File: src/rtl/jpd_pkg.sv
`timescale 1ns / 1ps
// ----------------------------------------------------------------------------
// jpd_pkg
// Shared types, joint tables and register codes of the joint PD drive.
// ----------------------------------------------------------------------------
package jpd_pkg;

	// configuration register indexes
	localparam logic [1:0] REG_VISCOUS  = 2'd0;
	localparam logic [1:0] REG_ACCEL    = 2'd1;
	localparam logic [1:0] REG_TSTEP    = 2'd2;

	localparam logic [31:0] VISCOUS_RST = 32'd19661;
	localparam logic [31:0] ACCEL_RST   = 32'd85899346;
	localparam logic [31:0] TSTEP_RST   = 32'd4294967;

	localparam logic [2:0] MODE_ACTIVE = 3'd4;
	localparam logic [2:0] MODE_IDLE   = 3'd3;

	localparam logic signed [31:0] Q_TAU_SMALL  = 32'sd1507328;
	localparam logic signed [31:0] Q_TAU_LARGE  = 32'sd3604480;
	localparam logic signed [31:0] Q_ABAD_LIM   = 32'sd43464;
	localparam logic signed [31:0] Q_THIGH_LIM  = 32'sd171573;
	localparam logic signed [31:0] Q_CALF_LIM   = 32'sd165806;
	localparam logic signed [31:0] Q_THIGH_INIT = 32'sd98304;
	localparam logic signed [31:0] Q_OFF_SMALL  = 32'sd3277;
	localparam logic signed [31:0] Q_OFF_HALF   = 32'sd32768;
	localparam logic signed [31:0] Q_OFF_KNEE   = 32'sd76677;

	typedef enum logic [1:0] {
		KIND_ABAD,
		KIND_THIGH,
		KIND_CALF
	} kind_t;

	typedef enum logic [4:0] {
		ST_IDLE,
		ST_PHW,
		ST_EP,
		ST_MKP,
		ST_TKP,
		ST_MKD,
		ST_TKD,
		ST_FF,
		ST_CLP,
		ST_MV,
		ST_NET,
		ST_MA,
		ST_VEL,
		ST_MT,
		ST_POS,
		ST_LIM,
		ST_OUT
	} state_t;

	typedef enum logic [2:0] {
		MUL_KP,
		MUL_KD,
		MUL_VISC,
		MUL_ASG,
		MUL_TS
	} mul_op_t;

	typedef enum logic [3:0] {
		ADD_NONE,
		ADD_PHW,
		ADD_EP,
		ADD_EV,
		ADD_TKD,
		ADD_FF,
		ADD_NET,
		ADD_VEL,
		ADD_POS,
		ADD_OUT
	} add_op_t;

	typedef struct packed {
		logic    mul_en;
		mul_op_t mul_op;
		add_op_t add_op;
		logic    acc_load;
		logic    clamp_tau;
		logic    clamp_pos;
		logic    idle;
		logic    finish;
	} ctl_t;

	typedef struct packed {
		logic start;
		logic cmd_valid;
		logic in_range;
		logic out_free;
	} sts_t;

	function automatic kind_t kind_of(input logic [3:0] j);
		kind_t k;
		case (j)
			4'd0, 4'd3, 4'd6, 4'd9, 4'd12, 4'd15: k = KIND_ABAD;
			4'd1, 4'd4, 4'd7, 4'd10, 4'd13:       k = KIND_THIGH;
			default:                              k = KIND_CALF;
		endcase
		return k;
	endfunction

	function automatic logic [3:0] slot_of(input logic [3:0] j);
		logic [3:0] s;
		case (j)
			4'd0:    s = 4'd0;
			4'd1:    s = 4'd1;
			4'd2:    s = 4'd2;
			4'd3:    s = 4'd4;
			4'd4:    s = 4'd5;
			4'd5:    s = 4'd6;
			4'd6:    s = 4'd8;
			4'd7:    s = 4'd9;
			4'd8:    s = 4'd10;
			4'd9:    s = 4'd12;
			4'd10:   s = 4'd13;
			4'd11:   s = 4'd14;
			4'd12:   s = 4'd3;
			4'd13:   s = 4'd7;
			4'd14:   s = 4'd11;
			default: s = 4'd15;
		endcase
		return s;
	endfunction

	function automatic logic signed [31:0] slot_offset(input logic [3:0] s);
		logic signed [31:0] o;
		case (s)
			4'd0, 4'd8:   o = -Q_OFF_SMALL;
			4'd4, 4'd12:  o = Q_OFF_SMALL;
			4'd1, 4'd5:   o = -Q_OFF_HALF;
			4'd9, 4'd13:  o = Q_OFF_HALF;
			4'd2, 4'd6:   o = Q_OFF_KNEE;
			4'd10, 4'd14: o = -Q_OFF_KNEE;
			default:      o = '0;
		endcase
		return o;
	endfunction

	function automatic logic signed [31:0] kind_lim(input kind_t k);
		logic signed [31:0] v;
		case (k)
			KIND_ABAD:  v = Q_ABAD_LIM;
			KIND_THIGH: v = Q_THIGH_LIM;
			default:    v = Q_CALF_LIM;
		endcase
		return v;
	endfunction

	function automatic logic signed [31:0] kind_tau(input kind_t k);
		logic signed [31:0] v;
		case (k)
			KIND_CALF: v = Q_TAU_LARGE;
			default:   v = Q_TAU_SMALL;
		endcase
		return v;
	endfunction

	function automatic logic signed [31:0] kind_init(input kind_t k);
		logic signed [31:0] v;
		case (k)
			KIND_THIGH: v = Q_THIGH_INIT;
			KIND_CALF:  v = -Q_CALF_LIM;
			default:    v = '0;
		endcase
		return v;
	endfunction

endpackage

File: src/rtl/jpd_in_if.sv
`timescale 1ns / 1ps
// ----------------------------------------------------------------------------
// jpd_in_if
// Command channel: one joint tick request per item.
// ----------------------------------------------------------------------------
interface jpd_in_if;
	logic               valid;
	logic               ready;
	logic [3:0]         joint;
	logic               cmd_valid;
	logic signed [31:0] target_pos;
	logic signed [31:0] target_vel;
	logic signed [31:0] torque_ff;
	logic [31:0]        prop_gain;
	logic [31:0]        deriv_gain;

	modport source (
		output valid, joint, cmd_valid, target_pos, target_vel, torque_ff,
			prop_gain, deriv_gain,
		input  ready
	);
	modport sink (
		input  valid, joint, cmd_valid, target_pos, target_vel, torque_ff,
			prop_gain, deriv_gain,
		output ready
	);
endinterface

File: src/rtl/jpd_out_if.sv
`timescale 1ns / 1ps
// ----------------------------------------------------------------------------
// jpd_out_if
// Result channel: joint state after one tick.
// ----------------------------------------------------------------------------
interface jpd_out_if;
	logic               valid;
	logic               ready;
	logic [3:0]         hw_slot;
	logic [2:0]         motor_mode;
	logic signed [31:0] pos_hw;
	logic signed [31:0] vel_out;
	logic signed [31:0] torque_applied;

	modport source (
		output valid, hw_slot, motor_mode, pos_hw, vel_out, torque_applied,
		input  ready
	);
	modport sink (
		input  valid, hw_slot, motor_mode, pos_hw, vel_out, torque_applied,
		output ready
	);
endinterface

File: src/rtl/jpd_alu.sv
`timescale 1ns / 1ps
// ----------------------------------------------------------------------------
// jpd_alu
// Shared arithmetic unit: registered signed-by-unsigned multiplier and a
// wide add/subtract with 32-bit saturation.
// ----------------------------------------------------------------------------
module jpd_alu (
	input  logic               clk,
	input  logic               mul_en,
	input  logic signed [31:0] mul_a,
	input  logic [31:0]        mul_b,
	input  logic signed [63:0] add_a,
	input  logic signed [63:0] add_b,
	input  logic               sub,
	output logic signed [63:0] prod,
	output logic signed [64:0] sum,
	output logic signed [31:0] sum_sat
);

	localparam logic signed [64:0] SAT_MAX = 65'sd2147483647;
	localparam logic signed [64:0] SAT_MIN = -65'sd2147483648;

	logic signed [32:0] mul_b_ext;
	logic signed [65:0] prod_full;
	logic signed [63:0] prod_q;
	logic signed [64:0] a_ext;
	logic signed [64:0] b_ext;

	assign mul_b_ext = $signed({1'b0, mul_b});
	assign prod_full = {{34{mul_a[31]}}, mul_a} * {{33{mul_b_ext[32]}}, mul_b_ext};

	always_ff @(posedge clk) begin
		if (mul_en) begin
			prod_q <= prod_full[63:0];
		end
	end

	assign prod  = prod_q;
	assign a_ext = {add_a[63], add_a};
	assign b_ext = {add_b[63], add_b};

	always_comb begin
		if (sub) begin
			sum = a_ext - b_ext;
		end else begin
			sum = a_ext + b_ext;
		end
		if (sum > SAT_MAX) begin
			sum_sat = 32'sh7fffffff;
		end else if (sum < SAT_MIN) begin
			sum_sat = 32'sh80000000;
		end else begin
			sum_sat = sum[31:0];
		end
	end

endmodule

File: src/rtl/jpd_ctrl.sv
`timescale 1ns / 1ps
// ----------------------------------------------------------------------------
// jpd_ctrl
// Sequencer that steps the shared unit through the PD law and the plant.
// ----------------------------------------------------------------------------
module jpd_ctrl
	import jpd_pkg::*;
(
	input  logic clk,
	input  logic arst_n,
	input  sts_t sts,
	output ctl_t ctl
);

	state_t state_q;
	state_t state_d;

	always_ff @(posedge clk or negedge arst_n) begin
		if (!arst_n) begin
			state_q <= ST_IDLE;
		end else begin
			state_q <= state_d;
		end
	end

	always_comb begin
		state_d       = state_q;
		ctl.mul_en    = 1'b0;
		ctl.mul_op    = MUL_KP;
		ctl.add_op    = ADD_NONE;
		ctl.acc_load  = 1'b0;
		ctl.clamp_tau = 1'b0;
		ctl.clamp_pos = 1'b0;
		ctl.idle      = 1'b0;
		ctl.finish    = 1'b0;
		case (state_q)
			ST_IDLE: begin
				ctl.idle = 1'b1;
				if (sts.start) begin
					if (!sts.in_range) begin
						state_d = ST_OUT;
					end else if (sts.cmd_valid) begin
						state_d = ST_PHW;
					end else begin
						state_d = ST_MV;
					end
				end
			end
			ST_PHW: begin
				ctl.add_op = ADD_PHW;
				state_d    = ST_EP;
			end
			ST_EP: begin
				ctl.add_op = ADD_EP;
				state_d    = ST_MKP;
			end
			ST_MKP: begin
				ctl.mul_en = 1'b1;
				ctl.mul_op = MUL_KP;
				state_d    = ST_TKP;
			end
			// kp term into the accumulator while the velocity error forms
			ST_TKP: begin
				ctl.acc_load = 1'b1;
				ctl.add_op   = ADD_EV;
				state_d      = ST_MKD;
			end
			ST_MKD: begin
				ctl.mul_en = 1'b1;
				ctl.mul_op = MUL_KD;
				state_d    = ST_TKD;
			end
			ST_TKD: begin
				ctl.add_op = ADD_TKD;
				state_d    = ST_FF;
			end
			ST_FF: begin
				ctl.add_op = ADD_FF;
				state_d    = ST_CLP;
			end
			// damping product starts alongside the torque clamp
			ST_CLP: begin
				ctl.clamp_tau = 1'b1;
				ctl.mul_en    = 1'b1;
				ctl.mul_op    = MUL_VISC;
				state_d       = ST_NET;
			end
			ST_MV: begin
				ctl.mul_en = 1'b1;
				ctl.mul_op = MUL_VISC;
				state_d    = ST_NET;
			end
			ST_NET: begin
				ctl.add_op = ADD_NET;
				state_d    = ST_MA;
			end
			ST_MA: begin
				ctl.mul_en = 1'b1;
				ctl.mul_op = MUL_ASG;
				state_d    = ST_VEL;
			end
			ST_VEL: begin
				ctl.add_op = ADD_VEL;
				state_d    = ST_MT;
			end
			ST_MT: begin
				ctl.mul_en = 1'b1;
				ctl.mul_op = MUL_TS;
				state_d    = ST_POS;
			end
			ST_POS: begin
				ctl.add_op = ADD_POS;
				state_d    = ST_LIM;
			end
			ST_LIM: begin
				ctl.clamp_pos = 1'b1;
				state_d       = ST_OUT;
			end
			ST_OUT: begin
				ctl.add_op = ADD_OUT;
				if (sts.out_free) begin
					ctl.finish = 1'b1;
					state_d    = ST_IDLE;
				end
			end
			default: begin
				state_d = ST_IDLE;
			end
		endcase
	end

endmodule

File: src/rtl/joint_pd_drive_plant_step.sv
`timescale 1ns / 1ps
// ----------------------------------------------------------------------------
// joint_pd_drive_plant_step
// PD joint drive with an explicit Euler plant, one joint tick per item.
// ----------------------------------------------------------------------------
// Each item advances one joint: PD torque clamped to the joint's limit (zero
// without a command), viscous damping, Euler update of velocity and position,
// and a position clamp that zeroes velocity. All arithmetic runs on one shared
// multiplier and one saturating adder under a small sequencer that takes a new
// item only when idle. A commanded item runs every step, one without a command
// starts at the damping product, and a joint index beyond the table goes to
// the output step. The result sits in an output register; the sequencer holds
// in its last step only while that register is still occupied. Joint state is
// reset to the initial pose at once, with no clearing pass.
// ----------------------------------------------------------------------------
module joint_pd_drive_plant_step
	import jpd_pkg::*;
#(
	parameter int NUM_JOINTS = 12
) (
	input  logic        clk,
	input  logic        arst_n,
	input  logic        cfg_we,
	input  logic [1:0]  cfg_idx,
	input  logic [31:0] cfg_data,
	jpd_in_if.sink      cmd,
	jpd_out_if.source   res
);

	localparam int JW = (NUM_JOINTS > 1) ? $clog2(NUM_JOINTS) : 1;

	logic [31:0]        visc_q;
	logic [31:0]        asg_q;
	logic [31:0]        ts_q;

	logic signed [31:0] pos_arr_q [NUM_JOINTS];
	logic signed [31:0] vel_arr_q [NUM_JOINTS];

	logic [3:0]         joint_q;
	logic               valid_q;
	logic               in_range_q;
	logic signed [31:0] tp_q;
	logic signed [31:0] tv_q;
	logic signed [31:0] ff_q;
	logic [31:0]        kp_q;
	logic [31:0]        kd_q;
	logic signed [31:0] pos_q;
	logic signed [31:0] vel_q;
	logic signed [31:0] tmp_q;
	logic signed [31:0] tau_q;
	logic signed [63:0] acc_q;

	logic               res_valid_q;
	logic [3:0]         slot_q;
	logic [2:0]         mode_q;
	logic signed [31:0] pos_hw_q;
	logic signed [31:0] vel_out_q;
	logic signed [31:0] tau_out_q;

	ctl_t               ctl;
	sts_t               sts;
	logic               accept;
	logic               in_range;
	logic [JW-1:0]      idx_in;
	logic [JW-1:0]      idx_q;

	logic signed [31:0] mul_a;
	logic [31:0]        mul_b;
	logic signed [63:0] add_a;
	logic signed [63:0] add_b;
	logic               sub;
	logic signed [63:0] prod;
	logic signed [64:0] sum;
	logic signed [31:0] sum_sat;
	logic signed [63:0] prod_sh16;
	logic signed [63:0] prod_sh32;

	kind_t              kind;
	logic signed [31:0] off;
	logic signed [31:0] lim;
	logic signed [63:0] tmax;

	assign in_range = ({1'b0, cmd.joint} < 5'(NUM_JOINTS));
	assign idx_in   = cmd.joint[JW-1:0];
	assign idx_q    = joint_q[JW-1:0];
	assign accept   = cmd.valid && ctl.idle;

	assign cmd.ready = ctl.idle;

	assign sts.start     = cmd.valid;
	assign sts.cmd_valid = cmd.cmd_valid;
	assign sts.in_range  = in_range;
	assign sts.out_free  = !res_valid_q || res.ready;

	jpd_ctrl u_ctrl (
		.clk    (clk),
		.arst_n (arst_n),
		.sts    (sts),
		.ctl    (ctl)
	);

	// per-joint constants
	assign kind = kind_of(joint_q);
	assign off  = slot_offset(slot_of(joint_q));
	assign lim  = kind_lim(kind);
	assign tmax = {32'd0, kind_tau(kind)};

	// floor of the product by 2^16 and 2^32
	assign prod_sh16 = {{16{prod[63]}}, prod[63:16]};
	assign prod_sh32 = {{32{prod[63]}}, prod[63:32]};

	always_comb begin
		case (ctl.mul_op)
			MUL_KP: begin
				mul_a = tmp_q;
				mul_b = kp_q;
			end
			MUL_KD: begin
				mul_a = tmp_q;
				mul_b = kd_q;
			end
			MUL_VISC: begin
				mul_a = vel_q;
				mul_b = visc_q;
			end
			MUL_ASG: begin
				mul_a = tmp_q;
				mul_b = asg_q;
			end
			MUL_TS: begin
				mul_a = vel_q;
				mul_b = ts_q;
			end
			default: begin
				mul_a = tmp_q;
				mul_b = kp_q;
			end
		endcase
	end

	always_comb begin
		add_a = {{32{pos_q[31]}}, pos_q};
		add_b = {{32{off[31]}}, off};
		sub   = 1'b0;
		case (ctl.add_op)
			ADD_EP: begin
				add_a = {{32{tp_q[31]}}, tp_q};
				add_b = {{32{tmp_q[31]}}, tmp_q};
				sub   = 1'b1;
			end
			ADD_EV: begin
				add_a = {{32{tv_q[31]}}, tv_q};
				add_b = {{32{vel_q[31]}}, vel_q};
				sub   = 1'b1;
			end
			ADD_TKD: begin
				add_a = acc_q;
				add_b = prod_sh16;
			end
			ADD_FF: begin
				add_a = acc_q;
				add_b = {{32{ff_q[31]}}, ff_q};
			end
			ADD_NET: begin
				add_a = {{32{tau_q[31]}}, tau_q};
				add_b = prod_sh16;
				sub   = 1'b1;
			end
			ADD_VEL: begin
				add_a = {{32{vel_q[31]}}, vel_q};
				add_b = prod_sh32;
			end
			ADD_POS: begin
				add_a = {{32{pos_q[31]}}, pos_q};
				add_b = prod_sh32;
			end
			default: begin
			end
		endcase
	end

	jpd_alu u_alu (
		.clk     (clk),
		.mul_en  (ctl.mul_en),
		.mul_a   (mul_a),
		.mul_b   (mul_b),
		.add_a   (add_a),
		.add_b   (add_b),
		.sub     (sub),
		.prod    (prod),
		.sum     (sum),
		.sum_sat (sum_sat)
	);

	// configuration registers
	always_ff @(posedge clk or negedge arst_n) begin
		if (!arst_n) begin
			visc_q <= VISCOUS_RST;
			asg_q  <= ACCEL_RST;
			ts_q   <= TSTEP_RST;
		end else if (cfg_we) begin
			case (cfg_idx)
				REG_VISCOUS: visc_q <= cfg_data;
				REG_ACCEL:   asg_q  <= cfg_data;
				REG_TSTEP:   ts_q   <= cfg_data;
				default: begin
				end
			endcase
		end
	end

	// joint state, written back when the result is issued
	always_ff @(posedge clk or negedge arst_n) begin
		if (!arst_n) begin
			for (int i = 0; i < NUM_JOINTS; i++) begin
				pos_arr_q[i] <= kind_init(kind_of(4'(i)));
				vel_arr_q[i] <= '0;
			end
		end else if (ctl.finish && in_range_q) begin
			pos_arr_q[idx_q] <= pos_q;
			vel_arr_q[idx_q] <= vel_q;
		end
	end

	// working registers
	always_ff @(posedge clk) begin
		if (accept) begin
			joint_q    <= cmd.joint;
			valid_q    <= cmd.cmd_valid;
			in_range_q <= in_range;
			tp_q       <= cmd.target_pos;
			tv_q       <= cmd.target_vel;
			ff_q       <= cmd.torque_ff;
			kp_q       <= cmd.prop_gain;
			kd_q       <= cmd.deriv_gain;
			tau_q      <= '0;
			if (in_range) begin
				pos_q <= pos_arr_q[idx_in];
				vel_q <= vel_arr_q[idx_in];
			end
		end else begin
			case (ctl.add_op)
				ADD_PHW, ADD_EP, ADD_EV, ADD_NET: tmp_q <= sum_sat;
				ADD_TKD, ADD_FF:                  acc_q <= sum[63:0];
				ADD_VEL:                          vel_q <= sum_sat;
				ADD_POS:                          pos_q <= sum_sat;
				default: begin
				end
			endcase
			if (ctl.acc_load) begin
				acc_q <= prod_sh16;
			end
			if (ctl.clamp_tau) begin
				if (acc_q > tmax) begin
					tau_q <= tmax[31:0];
				end else if (acc_q < -tmax) begin
					tau_q <= -tmax[31:0];
				end else begin
					tau_q <= acc_q[31:0];
				end
			end
			// hitting a joint stop kills the velocity
			if (ctl.clamp_pos) begin
				if (pos_q > lim) begin
					pos_q <= lim;
					vel_q <= '0;
				end else if (pos_q < -lim) begin
					pos_q <= -lim;
					vel_q <= '0;
				end
			end
		end
	end

	// output register
	always_ff @(posedge clk or negedge arst_n) begin
		if (!arst_n) begin
			res_valid_q <= 1'b0;
		end else if (ctl.finish) begin
			res_valid_q <= 1'b1;
		end else if (res.ready) begin
			res_valid_q <= 1'b0;
		end
	end

	always_ff @(posedge clk) begin
		if (ctl.finish) begin
			mode_q <= valid_q ? MODE_ACTIVE : MODE_IDLE;
			if (in_range_q) begin
				slot_q    <= slot_of(joint_q);
				pos_hw_q  <= sum_sat;
				vel_out_q <= vel_q;
				tau_out_q <= tau_q;
			end else begin
				slot_q    <= '0;
				pos_hw_q  <= '0;
				vel_out_q <= '0;
				tau_out_q <= '0;
			end
		end
	end

	assign res.valid          = res_valid_q;
	assign res.hw_slot        = slot_q;
	assign res.motor_mode     = mode_q;
	assign res.pos_hw         = pos_hw_q;
	assign res.vel_out        = vel_out_q;
	assign res.torque_applied = tau_out_q;

endmodule

File: src/flat_wrapper.sv
// flat-port wrapper written by rule: the top's interface ports become plain ports
module joint_pd_drive_plant_step_flat import jpd_pkg::*;
#(
	parameter int NUM_JOINTS = 12
)
  (clk, arst_n, cfg_we, cfg_idx, cfg_data, cmd_valid, cmd_joint, cmd_cmd_valid, cmd_target_pos, cmd_target_vel, cmd_torque_ff, cmd_prop_gain, cmd_deriv_gain, cmd_ready, res_valid, res_hw_slot, res_motor_mode, res_pos_hw, res_vel_out, res_torque_applied, res_ready);
  jpd_in_if cmd_i ();
  jpd_out_if res_i ();
  input  logic clk;
  input  logic arst_n;
  input  logic cfg_we;
  input  logic [1:0] cfg_idx;
  input  logic [31:0] cfg_data;
  input wire logic [$bits(cmd_i.valid)-1:0] cmd_valid;
  input wire logic [$bits(cmd_i.joint)-1:0] cmd_joint;
  input wire logic [$bits(cmd_i.cmd_valid)-1:0] cmd_cmd_valid;
  input wire logic [$bits(cmd_i.target_pos)-1:0] cmd_target_pos;
  input wire logic [$bits(cmd_i.target_vel)-1:0] cmd_target_vel;
  input wire logic [$bits(cmd_i.torque_ff)-1:0] cmd_torque_ff;
  input wire logic [$bits(cmd_i.prop_gain)-1:0] cmd_prop_gain;
  input wire logic [$bits(cmd_i.deriv_gain)-1:0] cmd_deriv_gain;
  output wire logic [$bits(cmd_i.ready)-1:0] cmd_ready;
  output wire logic [$bits(res_i.valid)-1:0] res_valid;
  output wire logic [$bits(res_i.hw_slot)-1:0] res_hw_slot;
  output wire logic [$bits(res_i.motor_mode)-1:0] res_motor_mode;
  output wire logic [$bits(res_i.pos_hw)-1:0] res_pos_hw;
  output wire logic [$bits(res_i.vel_out)-1:0] res_vel_out;
  output wire logic [$bits(res_i.torque_applied)-1:0] res_torque_applied;
  input wire logic [$bits(res_i.ready)-1:0] res_ready;
  assign cmd_i.valid = cmd_valid;
  assign cmd_i.joint = cmd_joint;
  assign cmd_i.cmd_valid = cmd_cmd_valid;
  assign cmd_i.target_pos = cmd_target_pos;
  assign cmd_i.target_vel = cmd_target_vel;
  assign cmd_i.torque_ff = cmd_torque_ff;
  assign cmd_i.prop_gain = cmd_prop_gain;
  assign cmd_i.deriv_gain = cmd_deriv_gain;
  assign cmd_ready = cmd_i.ready;
  assign res_valid = res_i.valid;
  assign res_hw_slot = res_i.hw_slot;
  assign res_motor_mode = res_i.motor_mode;
  assign res_pos_hw = res_i.pos_hw;
  assign res_vel_out = res_i.vel_out;
  assign res_torque_applied = res_i.torque_applied;
  assign res_i.ready = res_ready;
  joint_pd_drive_plant_step #(.NUM_JOINTS(NUM_JOINTS)) u_core (.clk(clk), .arst_n(arst_n), .cfg_we(cfg_we), .cfg_idx(cfg_idx), .cfg_data(cfg_data), .cmd(cmd_i), .res(res_i));
endmodule
File: config.mk
export PLATFORM = sky130hd
export DESIGN_NAME = joint_pd_drive_plant_step_flat
export DESIGN_NICKNAME = d
export VERILOG_FILES = /design/src/rtl/jpd_pkg.sv /design/src/rtl/jpd_in_if.sv /design/src/rtl/jpd_out_if.sv /design/src/rtl/jpd_alu.sv /design/src/rtl/jpd_ctrl.sv /design/src/rtl/joint_pd_drive_plant_step.sv /design/src/flat_wrapper.sv
export SDC_FILE = /design/constraint.sdc
export NUM_CORES = 2
export LEC_CHECK = 0
export BUFFER_PORTS_ARGS = -buffer_cell sky130_fd_sc_hd__buf_2
export CAP_MARGIN = 15
export CORE_ASPECT_RATIO = 0.5
export CORE_UTILIZATION = 64
export CTS_CLUSTER_SIZE = 25
export DETAILED_ROUTE_END_ITERATION = 10
export PLACE_DENSITY_LB_ADDON = 0.3
export SLEW_MARGIN = 20
export SYNTH_ARGS = -nofsm -noshare
export SYNTH_HDL_FRONTEND = slang
export SYNTH_SLANG_ARGS = --single-unit
File: constraint.sdc
create_clock -name clk -period 11.7 [get_ports clk]
set_input_delay 1.17 -clock clk [delete_from_list [all_inputs] [get_ports clk]]
set_output_delay 1.17 -clock clk [all_outputs]
set_load 0.01 [all_outputs]
==> flow_metrics.env <==
export IMPL_drive_gt1_share_pct=21.4
export IMPL_cp_max_fo=30
export IMPL_drt_iter0_drc=10400
export IMPL_cap_violations=0
export IMPL_die_w_um=564
export IMPL_root_buffer="clkbuf_16"
export IMPL_core_area_um2=156000
export IMPL_post_synth_top_area_cell="dfrtp_1"
export IMPL_antenna_found_initial=15
export IMPL_first_pass_iters=10
export IMPL_avgRoutedWirePerCell_um=29.5
export IMPL_slew_violations=0
export IMPL_dieArea_um2=160000
export IMPL_worstPathArrival_ps=11640
export IMPL_synth_yosys_seq_area_share_pct=36.6
export IMPL_fp_row_count=102
export IMPL_cp_slowest_stage_delay_ps=770
export IMPL_synth_edf_count=476
export IMPL_timing_fmax_mhz=89.5
export IMPL_dpl_hpwl_mm=243
export IMPL_fin_nets=10700
export IMPL_area_delta_synth_final_pct=7.53
export IMPL_syn_nets=10700
export IMPL_synth_common_cells="nand2_1 (1256), inv_1 (1018), fa_1 (897)"
export IMPL_post_route_period_util_pct=95.5
export IMPL_die_y_um=283
export IMPL_ctsLongestPathBuffers=3
export IMPL_synth_top_area_share_pct=18.4
export IMPL_clk_pin_slew_ps=70
export IMPL_yosysWarnings=0
export IMPL_worst_pin_slew_ps=1310
export IMPL_grt_pass1_wl_mm=497
export IMPL_status="finished clean"
export IMPL_synth_top_flop_cell="dfrtp_1"
export IMPL_overflow=0
export IMPL_timing_final_crit_period_ps=11180
export IMPL_ioPinCount=309
export IMPL_ant_nets=0
export IMPL_finalSetupViolations=0
export IMPL_grt_max_degree=187
export IMPL_numCtsBuffers=118
export IMPL_drcViolationCount=0
export IMPL_critical_path_class="flop to flop"
export IMPL_hold_viol=0
export IMPL_start_util_pct=64.9
export IMPL_yosysMostFrequentCell="nand2_1"
export IMPL_synth_area_leaders="dfrtp_1 (18%), fa_1 (18%), edfxtp_1 (14%), mux2_2 (9.7%), ha_1 (4.9%)"
export IMPL_finalClockSkew_ps=62.6
export IMPL_fin_setup_tns_ps=0
export IMPL_syn_inst=9185
export IMPL_grt_util_all_layers_pct=42.3
export IMPL_relSlewSlack_pct=12.3
export IMPL_insertion_delay_ps=770
export IMPL_crit_required_ps=12160
export IMPL_vias_per_cell=6.76
export IMPL_start_kind="flop"
export IMPL_vias=76900
export IMPL_port_buffers=308
export IMPL_syn_avg_cell_area_um2=11.0
export IMPL_cts_tree="built"
export IMPL_cpMaxStageDelayCell="dfrtp_1"
export IMPL_ys_seq_elements=1384
export IMPL_gp_congestion=1.06
export IMPL_cp_common_cell="fa_1"
export IMPL_grt_pass1_vias=76900
export IMPL_cp_top_family="adder cells"
export IMPL_ys_types=101
export IMPL_cts_sinks=1384
export IMPL_drt_total_wl_mm=335
export IMPL_critPathBufInv=6
export IMPL_cts_max_level=3
export IMPL_endpoint_kind="flop"
export IMPL_hold_path_class="input pin to asynchronous set/reset pin"
export IMPL_async_flop_share_pct=62.9
export IMPL_netlist_area_um2=101000
export IMPL_rsz0062_at_grt="false"
==> per-layer routing <==
metal  share of wire (%)  track usage [%]  up-vias
met1                  37             57.5    38900
met3                  14             14.2     1212
met2                  42             60.1     5483
met4                 6.7             22.9       18
li1                    -                -    31300
met5                0.14             1.16        -
==> logic make-up (layout without fill, tap and decap cells) <==
group | Yosys count | count (layout) | synth area share [%]
and+or+nand+nor | 2291 | 2291 | 10.0
buffers and inverters | 1661 | 1766 | 6.25
DFF | 1384 | 1384 | 36.6
adders and majority gates | 1296 | 1296 | 22.7
AOI/OAI and AO/OA | 1257 | 1257 | 8.36
muxes | 1162 | 1162 | 15.0
xor gates and xnor gates | 133 | 133 | 1.16
other | 1 | 11 | 0.00371
==> timing repair <==
item / CTS / global route
setup buffers: 0 / 0
resized for setup: 0 / 1
setup endpoints to repair: 0 / 6
hold buffers: 0 / 0
==> per-stage QoR <==
step | utilization, % | std cells | instance area [um^2] | hold slack [ps] | setup slack (ps)
after floorplan | - | 9185 | 101000 | 426 | 2190
after global placement | 67.3 | 11100 | 105000 | 432 | 790
after detailed placement | 67.3 | 11100 | 105000 | 445 | 621
after CTS | 69.8 | 11400 | 109000 | 399 | 540
after global routing | 69.8 | 11400 | 109000 | 430 | 8.60
final | 69.8 | 11400 | 109000 | 395 | 523
==> placed cells by master, fill, tap and decap left out, types with 121 or more instances in the layout <==
| master | Yosys | routed |
|---|---|---|
| inv_1 | 1018 | 1018 |
| buf_2 | 32 | 304 |
| mux4_2 | 193 | 193 |
| fa_1 | 897 | 897 |
| buf_4 | 2 | 205 |
| dfstp_2 | 127 | 127 |
| nand3_1 | 123 | 123 |
| edfxtp_1 | 476 | 476 |
| nand2_1 | 1256 | 1247 |
| ha_1 | 399 | 399 |
| o21ai_0 | 278 | 276 |
| a21oi_1 | 296 | 295 |
| clkbuf_16 | 0 | 121 |
| nor2_1 | 406 | 402 |
| a22oi_1 | 139 | 139 |
| mux2_2 | 873 | 873 |
| and2_1 | 135 | 130 |
| dfrtp_1 | 743 | 743 |
==> final cells by class <==
| class | instances | area, um^2 |
|---|---|---|
| multi-input cells | 6140 | 58100 |
| flip-flops and latches | 1384 | 37000 |
| diodes | 10 | 25.0 |
| clock buffers | 184 | 3490 |
| repair buffers | 521 | 3280 |
| well taps | 2080 | 2600 |
| inverters | 1020 | 3840 |
| clock inverters | 41 | 422 |
| fillers | 11100 | 47000 |
==> path summary, 6_finish.rpt <==
check / start / to / slack [ps] / cells past startpoint
max: u_core.u_ctrl.state_q[2]$_DFFE_PN0P_ / u_core.u_alu.prod[62]$_DFFE_PN_ / 520 / 32
min: arst_n / u_core.visc_q[8]$_DFFE_PN0P_ / 400 / 1
max reg2reg: u_core.u_ctrl.state_q[2]$_DFFE_PN0P_ / u_core.u_alu.prod[62]$_DFFE_PN_ / 520 / 32
min reg2reg: u_core.valid_q$_DFFE_PP_ / u_core.res.motor_mode[2]$_DFFE_PP_ / 460 / 0
max in group asynchronous: arst_n / u_core.vel_arr_q[103]$_DFFE_PN0P_ / 8960 / 3
min in group clk: u_core.valid_q$_DFFE_PP_ / u_core.res.motor_mode[2]$_DFFE_PP_ / 460 / 0
==> flip-flops by register name, summed over array words and instances, names as in the netlist, 48 cells and up, named ones only <==
name               cells
u_core.u_alu.prod     48
u_core.vel_arr_q     384
u_core.acc_q          64
u_core.pos_arr_q     384
Power is not shown: default switching activity piles up to over one toggle a cycle in this logic, so the estimate is an artifact.
